==> src/rtl/spd_pkg.sv <==
// shared types, constants and the table function for the scope peak decimator
`default_nettype none

package spd_pkg;

   localparam int SAMPLES_PER_BUFFER = 128;
   localparam int BAR_SLOTS          = 128;
   localparam int POINT_COLUMNS      = 128;
   localparam int QUEUE_DEPTH        = 4;

   localparam int POS_W   = $clog2(SAMPLES_PER_BUFFER);
   localparam int HEAD_W  = $clog2(BAR_SLOTS);
   localparam int PCOL_W  = $clog2(POINT_COLUMNS);
   localparam int QPTR_W  = $clog2(QUEUE_DEPTH);
   localparam int SLOT_W  = 7;
   localparam int ROW_W   = 6;
   localparam int SMP_W   = 16;
   localparam int CSR_W   = 7;
   localparam int CIDX_W  = 3;
   localparam int CNT_W   = 9;

   typedef enum logic [CIDX_W-1:0] {
      CSR_SCOPE_ENABLE = 3'd0,
      CSR_BAR_MODE     = 3'd1,
      CSR_ZOOM_LEVEL   = 3'd2,
      CSR_STRIDE_LEVEL = 3'd3,
      CSR_SKIP_INDEX   = 3'd4
   } csr_index_type;

   // one queued result, rows still as raw samples
   typedef struct packed {
      logic                    is_bar;
      logic                    stored;
      logic [SLOT_W-1:0]       slot;
      logic                    redraw;
      logic signed [SMP_W-1:0] hi;
      logic signed [SMP_W-1:0] lo;
   } entry_type;

   // power-of-two table {0,1,2,4,...,256}, index saturated at 9
   function automatic logic [CNT_W-1:0] pow_table(input logic [3:0] idx);
      logic [3:0] i;
      i = (idx > 4'd9) ? 4'd9 : idx;
      if (i == 4'd0) begin
         pow_table = '0;
      end else begin
         pow_table = CNT_W'(1) << (i - 4'd1);
      end
   endfunction

endpackage

`default_nettype wire

==> src/rtl/spd_front.sv <==
// front end: configuration, buffer tracking, stride and frame decisions
`default_nettype none

module spd_front
   import spd_pkg::*;
(
   input  wire logic                    clock,
   input  wire logic                    reset,
   input  wire logic                    csr_write,
   input  wire logic [CIDX_W-1:0]       csr_index,
   input  wire logic [CSR_W-1:0]        csr_data,
   input  wire logic                    accept,
   input  wire logic signed [SMP_W-1:0] sample,
   output      logic                    push,
   output      entry_type               push_entry,
   output      logic [2:0]              zoom_step
);

   logic                    scope_enable_ff;
   logic                    bar_mode_ff;
   logic [6:0]              zoom_level_ff;
   logic [6:0]              stride_level_ff;
   logic [3:0]              skip_index_ff;

   logic [POS_W-1:0]        position_ff, position_in;
   logic signed [SMP_W-1:0] run_min_ff, run_min_in;
   logic signed [SMP_W-1:0] run_max_ff, run_max_in;
   logic [CNT_W-1:0]        buffer_count_ff, buffer_count_in;
   logic [HEAD_W-1:0]       bar_head_ff, bar_head_in;
   logic [CNT_W-1:0]        frame_count_ff, frame_count_in;
   logic [PCOL_W-1:0]       point_count_ff, point_count_in;

   logic [10:0]             zoom_prod;
   logic [10:0]             stride_prod;
   logic [CNT_W-1:0]        stride_val;
   logic [CNT_W-1:0]        bc_inc;
   logic                    last;
   logic                    aligned;
   logic                    bar_store;
   logic                    point_last;
   logic                    frame_req;
   logic                    frame_due;
   logic                    active;

   assign zoom_prod   = {4'd0, zoom_level_ff} * 11'd6;
   assign zoom_step   = zoom_prod[9:7];
   assign stride_prod = {4'd0, stride_level_ff} * 11'd10;

   always_comb begin
      stride_val = pow_table(stride_prod[10:7]);
      if (stride_val == '0) begin
         stride_val = CNT_W'(1);
      end
   end

   assign active     = accept && scope_enable_ff;
   assign last       = (position_ff == POS_W'(SAMPLES_PER_BUFFER - 1));
   assign aligned    = ((position_ff & POS_W'(stride_val - CNT_W'(1))) == '0);
   assign bc_inc     = buffer_count_ff + CNT_W'(1);
   assign bar_store  = (bc_inc >= stride_val);
   assign point_last = (point_count_ff == PCOL_W'(POINT_COLUMNS - 1));
   assign frame_req  = bar_mode_ff ? (last && bar_store) : (aligned && point_last);
   assign frame_due  = (frame_count_ff >= pow_table(skip_index_ff));

   always_comb begin
      position_in     = last ? '0 : position_ff + POS_W'(1);
      buffer_count_in = buffer_count_ff;
      bar_head_in     = bar_head_ff;
      point_count_in  = point_count_ff;
      frame_count_in  = frame_count_ff;

      if (position_ff == '0) begin
         run_min_in = sample;
         run_max_in = sample;
      end else begin
         run_min_in = (sample < run_min_ff) ? sample : run_min_ff;
         run_max_in = (sample > run_max_ff) ? sample : run_max_ff;
      end

      if (bar_mode_ff) begin
         if (last) begin
            buffer_count_in = bar_store ? '0 : bc_inc;
            if (bar_store) begin
               bar_head_in = (bar_head_ff == HEAD_W'(BAR_SLOTS - 1)) ?
                             '0 : bar_head_ff + HEAD_W'(1);
            end
         end
      end else if (aligned) begin
         point_count_in = point_last ? '0 : point_count_ff + PCOL_W'(1);
      end

      if (frame_req) begin
         frame_count_in = frame_due ? '0 : frame_count_ff + CNT_W'(1);
      end
   end

   always_comb begin
      push                = active && (bar_mode_ff ? last : aligned);
      push_entry.is_bar   = bar_mode_ff;
      push_entry.stored   = bar_mode_ff ? bar_store : 1'b1;
      push_entry.redraw   = frame_req && frame_due;
      push_entry.hi       = bar_mode_ff ? run_max_in : sample;
      push_entry.lo       = bar_mode_ff ? run_min_in : sample;
      if (bar_mode_ff) begin
         push_entry.slot = bar_store ? SLOT_W'(bar_head_ff) : '0;
      end else begin
         push_entry.slot = SLOT_W'(point_count_ff);
      end
   end

   always_ff @(posedge clock) begin
      if (reset) begin
         scope_enable_ff <= 1'b0;
         bar_mode_ff     <= 1'b0;
         zoom_level_ff   <= '0;
         stride_level_ff <= '0;
         skip_index_ff   <= '0;
      end else if (csr_write) begin
         case (csr_index)
            CSR_SCOPE_ENABLE: scope_enable_ff <= csr_data[0];
            CSR_BAR_MODE:     bar_mode_ff     <= csr_data[0];
            CSR_ZOOM_LEVEL:   zoom_level_ff   <= csr_data;
            CSR_STRIDE_LEVEL: stride_level_ff <= csr_data;
            CSR_SKIP_INDEX:   skip_index_ff   <= csr_data[3:0];
            default: ;
         endcase
      end
   end

   always_ff @(posedge clock) begin
      if (reset) begin
         position_ff     <= '0;
         run_min_ff      <= '0;
         run_max_ff      <= '0;
         buffer_count_ff <= '0;
         bar_head_ff     <= '0;
         frame_count_ff  <= '0;
         point_count_ff  <= '0;
      end else if (active) begin
         position_ff     <= position_in;
         run_min_ff      <= run_min_in;
         run_max_ff      <= run_max_in;
         buffer_count_ff <= buffer_count_in;
         bar_head_ff     <= bar_head_in;
         frame_count_ff  <= frame_count_in;
         point_count_ff  <= point_count_in;
      end
   end

endmodule

`default_nettype wire

==> src/rtl/spd_queue.sv <==
// short result queue between front and back
`default_nettype none

module spd_queue
   import spd_pkg::*;
(
   input  wire logic       clock,
   input  wire logic       reset,
   input  wire logic       push,
   input  wire entry_type  push_entry,
   input  wire logic       pop,
   output      logic       not_empty,
   output      logic       full,
   output      entry_type  head
);

   entry_type         slots_ff [QUEUE_DEPTH];
   logic [QPTR_W-1:0] wr_ptr_ff, rd_ptr_ff;
   logic [QPTR_W:0]   count_ff;
   logic              do_push;
   logic              do_pop;

   assign not_empty = (count_ff != '0);
   assign full      = (count_ff == (QPTR_W+1)'(QUEUE_DEPTH));
   assign head      = slots_ff[rd_ptr_ff];
   assign do_push   = push && !full;
   assign do_pop    = pop && not_empty;

   always_ff @(posedge clock) begin
      if (do_push) begin
         slots_ff[wr_ptr_ff] <= push_entry;
      end
   end

   always_ff @(posedge clock) begin
      if (reset) begin
         wr_ptr_ff <= '0;
         rd_ptr_ff <= '0;
         count_ff  <= '0;
      end else begin
         if (do_push) begin
            wr_ptr_ff <= wr_ptr_ff + QPTR_W'(1);
         end
         if (do_pop) begin
            rd_ptr_ff <= rd_ptr_ff + QPTR_W'(1);
         end
         case ({do_push, do_pop})
            2'b10:   count_ff <= count_ff + (QPTR_W+1)'(1);
            2'b01:   count_ff <= count_ff - (QPTR_W+1)'(1);
            default: count_ff <= count_ff;
         endcase
      end
   end

endmodule

`default_nettype wire

==> src/rtl/spd_back.sv <==
// back end: sample to pixel row scaling and the output register
`default_nettype none

module spd_back
   import spd_pkg::*;
(
   input  wire logic              clock,
   input  wire logic              reset,
   input  wire logic [2:0]        zoom_step,
   input  wire logic              q_not_empty,
   input  wire entry_type         q_head,
   output      logic              q_pop,
   output      logic              rsp_valid,
   input  wire logic              rsp_stall,
   output      logic              rsp_is_bar,
   output      logic              rsp_stored,
   output      logic [SLOT_W-1:0] rsp_slot,
   output      logic [ROW_W-1:0]  rsp_row_upper,
   output      logic [ROW_W-1:0]  rsp_row_lower,
   output      logic              rsp_redraw
);

   logic                 a_valid_ff;
   logic                 a_is_bar_ff;
   logic                 a_stored_ff;
   logic [SLOT_W-1:0]    a_slot_ff;
   logic                 a_redraw_ff;
   logic signed [20:0]   a_prod_hi_ff;
   logic signed [20:0]   a_prod_lo_ff;
   logic                 out_valid_ff;
   logic                 out_is_bar_ff;
   logic                 out_stored_ff;
   logic [SLOT_W-1:0]    out_slot_ff;
   logic [ROW_W-1:0]     out_upper_ff;
   logic [ROW_W-1:0]     out_lower_ff;
   logic                 out_redraw_ff;
   logic                 out_ready;
   logic                 a_ready;

   // 39 - trunc(prod / 2^(15-zoom)), clamped to 16..63
   function automatic logic [ROW_W-1:0] to_row(input logic signed [20:0] prod,
                                                input logic [2:0] zoom);
      logic [3:0]         k;
      logic signed [20:0] bias;
      logic signed [20:0] q;
      logic signed [21:0] y;
      k    = 4'd15 - {1'b0, zoom};
      bias = (prod < 0) ? $signed((21'd1 << k) - 21'd1) : 21'sd0;
      q    = (prod + bias) >>> k;
      y    = 22'sd39 - {q[20], q};
      if (y < 22'sd16) begin
         to_row = ROW_W'(16);
      end else if (y > 22'sd63) begin
         to_row = ROW_W'(63);
      end else begin
         to_row = y[ROW_W-1:0];
      end
   endfunction

   assign out_ready = !out_valid_ff || !rsp_stall;
   assign a_ready   = !a_valid_ff || out_ready;
   assign q_pop     = q_not_empty && a_ready;

   always_ff @(posedge clock) begin
      if (q_pop) begin
         a_is_bar_ff  <= q_head.is_bar;
         a_stored_ff  <= q_head.stored;
         a_slot_ff    <= q_head.slot;
         a_redraw_ff  <= q_head.redraw;
         a_prod_hi_ff <= 21'(q_head.hi) * 21'sd23;
         a_prod_lo_ff <= 21'(q_head.lo) * 21'sd23;
      end
      if (a_valid_ff && out_ready) begin
         out_is_bar_ff <= a_is_bar_ff;
         out_stored_ff <= a_stored_ff;
         out_slot_ff   <= a_slot_ff;
         out_redraw_ff <= a_redraw_ff;
         out_upper_ff  <= a_stored_ff ? to_row(a_prod_hi_ff, zoom_step) : '0;
         out_lower_ff  <= a_stored_ff ? to_row(a_prod_lo_ff, zoom_step) : '0;
      end
   end

   always_ff @(posedge clock) begin
      if (reset) begin
         a_valid_ff   <= 1'b0;
         out_valid_ff <= 1'b0;
      end else begin
         if (a_ready) begin
            a_valid_ff <= q_pop;
         end
         if (out_ready) begin
            out_valid_ff <= a_valid_ff;
         end
      end
   end

   assign rsp_valid     = out_valid_ff;
   assign rsp_is_bar    = out_is_bar_ff;
   assign rsp_stored    = out_stored_ff;
   assign rsp_slot      = out_slot_ff;
   assign rsp_row_upper = out_upper_ff;
   assign rsp_row_lower = out_lower_ff;
   assign rsp_redraw    = out_redraw_ff;

endmodule

`default_nettype wire

==> src/rtl/scope_peak_decimator.sv <==
// top level of the scope peak decimator
//
// Samples enter on the req_ channel (req_valid, req_stall, req_sample) and are
// taken at an edge with req_valid high and req_stall low. While the scope is
// enabled, each sample updates the buffer position, the running min/max and the
// bar/point counters in the front end; a sample that ends a buffer in bar mode,
// or lands on a stride position in point mode, produces one result. Results
// leave on the rsp_ channel: is_bar, stored, slot, row_upper, row_lower and
// redraw. The user writes registers through csr_write/csr_index/csr_data only
// while idle; the block does not enforce this. Throughput is one sample per
// cycle while req_stall is low. A result goes from its sample transfer through
// the queue (written at the transfer edge), the row multiplier stage and the
// output register to rsp_valid. When the receiver holds rsp_stall, the output
// register and multiplier stage hold, the four-entry queue fills, and req_stall
// rises once the queue is full. Synchronous reset clears the configuration, the
// counters, the queue and the pipeline valid flags; the block is ready for a
// transfer in the first cycle after reset.
`default_nettype none

module scope_peak_decimator
   import spd_pkg::*;
(
   input  wire logic                    clock,
   input  wire logic                    reset,
   input  wire logic                    csr_write,
   input  wire logic [CIDX_W-1:0]       csr_index,
   input  wire logic [CSR_W-1:0]        csr_data,
   input  wire logic                    req_valid,
   output      logic                    req_stall,
   input  wire logic signed [SMP_W-1:0] req_sample,
   output      logic                    rsp_valid,
   input  wire logic                    rsp_stall,
   output      logic                    rsp_is_bar,
   output      logic                    rsp_stored,
   output      logic [SLOT_W-1:0]       rsp_slot,
   output      logic [ROW_W-1:0]        rsp_row_upper,
   output      logic [ROW_W-1:0]        rsp_row_lower,
   output      logic                    rsp_redraw
);

   logic       accept;
   logic       push;
   entry_type  push_entry;
   logic [2:0] zoom_step;
   logic       q_not_empty;
   logic       q_full;
   logic       q_pop;
   entry_type  q_head;

   assign req_stall = q_full;
   assign accept    = req_valid && !req_stall;

   spd_front u_front (
      .clock      (clock),
      .reset      (reset),
      .csr_write  (csr_write),
      .csr_index  (csr_index),
      .csr_data   (csr_data),
      .accept     (accept),
      .sample     (req_sample),
      .push       (push),
      .push_entry (push_entry),
      .zoom_step  (zoom_step)
   );

   spd_queue u_queue (
      .clock      (clock),
      .reset      (reset),
      .push       (push),
      .push_entry (push_entry),
      .pop        (q_pop),
      .not_empty  (q_not_empty),
      .full       (q_full),
      .head       (q_head)
   );

   spd_back u_back (
      .clock         (clock),
      .reset         (reset),
      .zoom_step     (zoom_step),
      .q_not_empty   (q_not_empty),
      .q_head        (q_head),
      .q_pop         (q_pop),
      .rsp_valid     (rsp_valid),
      .rsp_stall     (rsp_stall),
      .rsp_is_bar    (rsp_is_bar),
      .rsp_stored    (rsp_stored),
      .rsp_slot      (rsp_slot),
      .rsp_row_upper (rsp_row_upper),
      .rsp_row_lower (rsp_row_lower),
      .rsp_redraw    (rsp_redraw)
   );

endmodule

`default_nettype wire
==> config.mk <==
export PLATFORM = sky130hd
export DESIGN_NAME = scope_peak_decimator
export DESIGN_NICKNAME = d
export VERILOG_FILES = /design/src/rtl/spd_pkg.sv /design/src/rtl/spd_front.sv /design/src/rtl/spd_queue.sv /design/src/rtl/spd_back.sv /design/src/rtl/scope_peak_decimator.sv
export SDC_FILE = /design/constraint.sdc
export NUM_CORES = 1
export LEC_CHECK = 0
export BUFFER_PORTS_ARGS = -buffer_cell sky130_fd_sc_hd__buf_4
export CORE_UTILIZATION = 35
export DETAILED_ROUTE_END_ITERATION = 8
export PLACE_DENSITY = 0.62
export SLEW_MARGIN = 25
export SYNTH_ARGS = -nofsm -noshare
export SYNTH_HDL_FRONTEND = slang
export SYNTH_SLANG_ARGS = --single-unit
==> constraint.sdc <==
create_clock -name clock -period 8.34 [get_ports clock]
set_clock_uncertainty 0.1 [all_clocks]
set_input_delay 2.502 -clock clock [delete_from_list [all_inputs] [get_ports clock]]
set_output_delay 2.502 -clock clock [all_outputs]
set_load 0.01 [all_outputs]
==> results of run 1 <==
[power groups by stage]
stage	clock, mW	combinational, mW	sequential (mW)
6_report	1.78	7.28	2.61
5_1_grt	1.90	8.30	2.64
4_1_cts	1.83	7.32	2.62
3_5_place_dp	0	7.26	2.65
3_3_place_gp	0	7.08	2.65
2_1_floorplan	0	5.82	2.57
[cell families after synthesis]
family          Yosys count
simple gates            562
compound gates          458
flops                   344
buf+inv                 290
fa+ha+maj               249
mux                     115
xor+xnor                 90
other cells               1
[area by class of cell]
| cell class | count | area [um2] |
|---|---|---|
| fill | 6040 | 37900 |
| multi-input combinational | 1480 | 12000 |
| sequential | 344 | 9310 |
| clock buffer | 48 | 1060 |
| tap | 846 | 1060 |
| inverter | 221 | 830 |
| timing repair buffer | 76 | 571 |
| clock inverter | 22 | 274 |
[final timing paths]
| check | to | slack, ps | startpoint | cells past startpoint |
|---|---|---|---|---|
| max reg2reg | u_back.rsp_row_lower[1] | 870 | u_front.zoom_level_ff[2] | 26 |
| max | u_back.rsp_row_lower[1] | 870 | u_front.zoom_level_ff[2] | 26 |
| min reg2reg | u_back.rsp_slot[1] | 330 | u_back.a_slot_ff[1] | 0 |
| min | u_back.rsp_slot[1] | 330 | u_back.a_slot_ff[1] | 0 |
[layer usage]
metal	up-vias	wire, um	global-route usage [%]
met5	-	0	0
li1	7765	-	-
met3	67	1660	2.05
met4	0	1030	4.42
met2	274	23600	26.4
met1	7700	23100	20.5
[metrics by stage]
stage	setup slack [ps]	hold WS, ps	utilization, %	instance area [um2]
2_1_floorplan	1320	300	-	22300
3_3_place_gp	1280	308	37.7	23700
3_5_place_dp	1030	317	37.7	23800
4_1_cts	985	330	39.8	25100
5_1_grt	380	333	39.8	25100
6_report	868	330	39.8	25100
[Yosys cell counts (7+ instances only)]
cell,instances,area (um2)
nand4_1,21,131
mux4_2,42,946
o211ai_1,17,128
and2_1,22,138
o21a_1,17,128
fa_1,57,1140
mux2i_1,52,521
nand3b_1,26,195
nor2b_1,24,150
or3_1,12,75.1
nor3_1,36,180
nand3_1,56,280
a21o_1,43,323
o21bai_1,17,128
inv_1,221,830
nor2_1,157,589
xor2_1,28,245
nand2_1,122,458
o31ai_1,11,82.6
and3_1,25,156
mux2_2,21,236
xnor2_1,62,543
edfxtp_1,242,7270
o221ai_1,7,61.3
a31oi_1,22,138
nand2b_1,20,125
clkbuf_1,57,214
a21oi_1,123,616
ha_1,192,2400
a211o_1,9,78.8
a211oi_1,18,135
nor3b_1,7,52.6
o21ai_0,90,450
a41oi_1,7,61.3
dfxtp_1,102,2040
[flip-flops by register name (all words and copies together) (netlist names), 9 cells and up, named ones only]
register and cells:
u_back.a_prod_hi_ff 21, u_back.a_prod_lo_ff 21, u_front.buffer_count_ff 9, u_front.frame_count_ff 9, u_front.run_max_ff 16, u_front.run_min_ff 16
u_queue.slots_ff 168
[placed cells by master (no fill, tap or decap), types with 52 or more instances in the layout]
master	synthesis	final
edfxtp_1	242	242
dfxtp_1	102	100
nor2_1	157	157
o21ai_0	90	90
mux2i_1	52	52
inv_1	221	221
buf_4	0	76
nand3_1	56	56
xnor2_1	62	62
ha_1	192	192
a21oi_1	123	122
nand2_1	122	122
fa_1	57	57
==> impl_metrics.env, run 1 <==
export IMPL_syn_area_per_cell_um2=10.6
export IMPL_cts_tree="done"
export IMPL_p_int_mw=6.71
export IMPL_synth_compound_area_share_pct=13.7
export IMPL_tightest_slew_ps=1060
export IMPL_peakVddDrop_v=0.000291
export IMPL_synth_simple_area_share_pct=12.6
export IMPL_grt_usage_pct=15.5
export IMPL_powerDensity_mw_per_mm2=465
export IMPL_fin_setup_tns_ps=0
export IMPL_fp_coreArea_mm2=0.0630
export IMPL_grt_pass1_wl_um=81200
export IMPL_clock_path_buffers=3
export IMPL_rows=92
export IMPL_critPathBufInv=2
export IMPL_synth_area_mm2=0.0223
export IMPL_dp_cells=2967
export IMPL_status="completed"
export IMPL_grt_max_degree=56
export IMPL_leakagePower_nw=9.75
export IMPL_hpwl_um=37000
export IMPL_synth_xor_area_share_pct=3.54
export IMPL_dieArea_mm2=0.0647
export IMPL_synth_top_family_by_area="adder cells"
export IMPL_worst_path_max_fanout=16
export IMPL_rsz0062_at_grt="false"
export IMPL_ys_warn_count=0
export IMPL_avgViaCountPerCell=5.20
export IMPL_yosys_most_used_dff="edfxtp_1"
export IMPL_power_frac_comb_pct=62.4
export IMPL_area_growth_pct=12.5
export IMPL_max_freq_mhz=134
export IMPL_cts_sinks=344
export IMPL_cp_arrival_ps=7610
export IMPL_worst_setup_path_type="reg2reg"
export IMPL_path_common_cell="ha_1"
export IMPL_ys_async_sr_fraction_pct=0
export IMPL_wl_per_cell_um=16.3
export IMPL_cp_slowest_cell="a2111oi_0"
export IMPL_synth_cell_types=91
export IMPL_pwr_share_seq_pct=22.4
export IMPL_period_needed_ps=7470
export IMPL_crit_family="compound AO/OA/AOI/OAI gates"
export IMPL_antenna_found_initial=0
export IMPL_cts_repair_resized=0
export IMPL_clkPwrFrac_pct=15.3
export IMPL_relSlewSlack_pct=27.2
export IMPL_die_w_um=254
export IMPL_clock_root_buffer="clkbuf_16"
export IMPL_layout_nets=2442
export IMPL_post_cts_buffers=0
export IMPL_firstDrtPassIters=8
export IMPL_crit_path_start_kind="flop"
export IMPL_drc=0
export IMPL_antenna_cells=0
export IMPL_worst_ep_required_time_ps=8480
export IMPL_cts_buffers=39
export IMPL_min_period_over_period_pct=89.6
export IMPL_synth_mux_area_share_pct=7.64
export IMPL_first_iter_violations=1004
export IMPL_routed_wl_um=49500
export IMPL_synth_fa_ha_area_share_pct=15.9
export IMPL_drive_gt1_share_pct=10.8
export IMPL_io_buffers=54
export IMPL_gr_total_overflow=0
export IMPL_io_pins=55
export IMPL_drv_slew=0
export IMPL_endpoint_kind="flop"
export IMPL_hold_viol=0
export IMPL_clk_pin_slew_worst_paths_ps=60
export IMPL_grt_pass1_vias=15900
export IMPL_hp_class="reg2reg"
export IMPL_swShare_pct=42.5
export IMPL_cts_hold_buf=0
export IMPL_ant_nets=0
export IMPL_max_stage_delay_ps=940
export IMPL_netlist_instances=2109
export IMPL_p_sw_mw=4.96
export IMPL_clk_latency_ps=550
export IMPL_fin_cells=3037
export IMPL_ys_ff_latch=344
export IMPL_synth_edf_count=242
export IMPL_htree_levels=2
export IMPL_total_power_mw=11.7
export IMPL_maxCapViolCount=0
export IMPL_start_util_pct=35.4
export IMPL_die_height_um=254
export IMPL_setup_viol=0
export IMPL_vias=15800
export IMPL_ys_seq_area_share_pct=41.8
export IMPL_gp_congestion=0.850
Power figures use the tool's default switching activity.
==> run 2, diff against run 1 <==
--- a/config.mk
+++ b/config.mk
@@ -5,10 +5,14 @@
 export SDC_FILE = /design/constraint.sdc
 export NUM_CORES = 1
 export LEC_CHECK = 0
+export ABC_CLOCK_PERIOD_IN_PS = 8340
 export BUFFER_PORTS_ARGS = -buffer_cell sky130_fd_sc_hd__buf_4
+export CELL_PAD_IN_SITES_DETAIL_PLACEMENT = 2
+export CELL_PAD_IN_SITES_GLOBAL_PLACEMENT = 2
+export CORE_MARGIN = 3
 export CORE_UTILIZATION = 35
 export DETAILED_ROUTE_END_ITERATION = 8
-export PLACE_DENSITY = 0.62
+export PLACE_DENSITY = 0.8
 export SLEW_MARGIN = 25
 export SYNTH_ARGS = -nofsm -noshare
 export SYNTH_HDL_FRONTEND = slang
==> impl_metrics.env, run 2 (same netlist as run 1, synthesis figures left out) <==
export IMPL_routed_wl_um=68800
export IMPL_dieArea_mm2=0.0668
export IMPL_fin_setup_tns_ps=0
export IMPL_die_w_um=258
export IMPL_fp_coreArea_mm2=0.0624
export IMPL_whs_path_depth=0
export IMPL_cp_startpoint="u_front.zoom_level_ff[2]"
export IMPL_r2r_end="u_back.rsp_row_lower[1]"
export IMPL_period_needed_ps=7470
export IMPL_hold_viol=0
export IMPL_worst_setup_path_type="reg2reg"
export IMPL_r2r_slack_ps=870
export IMPL_clock_path_buffers=3
export IMPL_setup_viol=0
export IMPL_hpwl_um=50100
export IMPL_first_iter_violations=823
export IMPL_firstDrtPassIters=5
export IMPL_cp_slowest_cell="a2111oi_0"
export IMPL_cts_sinks=344
export IMPL_clk_pin_slew_worst_paths_ps=60
export IMPL_grt_pass1_wl_um=110000
export IMPL_gp_congestion=0.814
export IMPL_worstReg2RegStart="u_front.zoom_level_ff[2]"
export IMPL_final_common_cell="edfxtp_1"
export IMPL_htree_levels=2
export IMPL_post_cts_buffers=0
export IMPL_critPathBufInv=2
export IMPL_cts_buffers=42
export IMPL_hp_class="reg2reg"
export IMPL_maxCapViolCount=0
export IMPL_vias=16800
export IMPL_start_util_pct=35.7
export IMPL_cts_hold_buf=0
export IMPL_tightest_slew_ps=1030
export IMPL_endpoint_kind="flop"
export IMPL_wl_per_cell_um=22.7
export IMPL_rsz0062_at_grt="false"
export IMPL_layout_nets=2447
export IMPL_top_register="u_queue.slots_ff"
export IMPL_cp_num_cells=27
export IMPL_ant_nets=0
export IMPL_die_height_um=258
export IMPL_io_pins=55
export IMPL_max_freq_mhz=134
export IMPL_status="completed"
export IMPL_cts_tree="done"
export IMPL_io_buffers=54
export IMPL_gr_total_overflow=0
export IMPL_num_fill_cells=6635
export IMPL_max_stage_delay_ps=480
export IMPL_drv_slew=0
export IMPL_crit_family="compound AO/OA/AOI/OAI gates"
export IMPL_avgViaCountPerCell=5.53
export IMPL_worst_ep_required_time_ps=8490
export IMPL_relSlewSlack_pct=30.2
export IMPL_rows=91
export IMPL_antenna_found_initial=0
export IMPL_cp_arrival_ps=7610
export IMPL_mostFrequentLayoutCells="edfxtp_1 (242), inv_1 (221), ha_1 (192)"
export IMPL_area_growth_pct=12.9
export IMPL_min_period_over_period_pct=89.5
export IMPL_path_common_cell="a21oi_1"
export IMPL_largest_reg_flops=168
export IMPL_multi_input_area_mm2=0.0120
export IMPL_cts_repair_resized=0
export IMPL_worst_path_max_fanout=16
export IMPL_crit_path_start_kind="flop"
export IMPL_grt_usage_pct=20.6
export IMPL_crit_end="u_back.rsp_row_lower[1]"
export IMPL_clk_latency_ps=590
export IMPL_drive_gt1_share_pct=10.7
export IMPL_clock_root_buffer="clkbuf_16"
export IMPL_reg2reg_depth=27
export IMPL_drc=0
export IMPL_grt_max_degree=56
export IMPL_seq_area_mm2=0.00931
export IMPL_reg_largest_list="u_queue.slots_ff: 168 flops, u_back.a_prod_hi_ff: 21 flops, u_back.a_prod_lo_ff: 21 flops"
export IMPL_grt_pass1_vias=19000
-- run 2: worst register-to-register path, stage by stage (launching register included) --
cell and delay [ps]:
dfxtp_1 330, ha_1 320, a21oi_1 310, a21oi_1 160
o211a_1 300, a2111oi_4 330, buf_4 280, nand2_1 200
ha_1 390, a21oi_1 180, nor2_1 70, o21a_1 200
ha_1 450, a211oi_1 130, o21bai_1 440, nor4_1 90
a2111oi_0 480, buf_4 200, nand3_1 90, o21ai_1 220
nor2_1 70, a21oi_1 230, a21oi_1 130, ha_1 250
o31ai_1 380, and3b_1 240, o21ai_0 470, a41oi_1 110
-- run 2: how the worst min path moves through the flow --
stage	endpoint	startpoint	slack, ps
3_3_place_gp	u_back.rsp_slot[4]	u_back.a_slot_ff[4]	310
4_1_cts	u_back.rsp_slot[3]	u_back.a_slot_ff[3]	320
5_1_grt	u_back.rsp_slot[3]	u_back.a_slot_ff[3]	330
6_report	u_back.rsp_slot[3]	u_back.a_slot_ff[3]	320
3_5_place_dp	u_back.rsp_slot[0]	u_back.a_slot_ff[0]	310
2_1_floorplan	u_back.rsp_is_bar	u_back.a_is_bar_ff	300
-- run 2: layout make-up --
cell class / count / area share, %
Tap cell: 837 / 4.16
Clock buffer: 53 / 4.46
Clock inverter: 21 / 1.08
Inverter: 221 / 3.30
Multi-Input combinational cell: 1480 / 47.7
Antenna cell: 1 / 0.00994
Sequential cell: 344 / 37.0
Timing Repair Buffer: 78 / 2.33
-- run 2: per-layer routing --
layer  part of all wire (%)  global-route usage [%]  vias up
met4                    2.5                    5.67        0
met2                     52                    38.3      255
met3                    2.7                    2.36      115
li1                       -                       -     7783
met5                      0                       0        -
met1                     43                    25.2     8630
-- run 2: stage by stage --
| step | hold slack (ps) | instances | instance area [um2] | utilization [%] | setup slack (ps) |
|---|---|---|---|---|---|
| 6_report | 321 | 3035 | 25200 | 40.3 | 875 |
| 3_3_place_gp | 310 | 2960 | 23700 | 38.1 | 1240 |
| 2_1_floorplan | 300 | 2114 | 22300 | - | 1320 |
| 4_1_cts | 316 | 3034 | 25100 | 40.3 | 881 |
| 5_1_grt | 326 | 3034 | 25200 | 40.3 | 223 |
| 3_5_place_dp | 312 | 2960 | 23800 | 38.1 | 904 |
Power of run 2 is left out: the tool's default activity adds up to more than one toggle a clock period on the data nets, which glitch-free logic cannot reach.
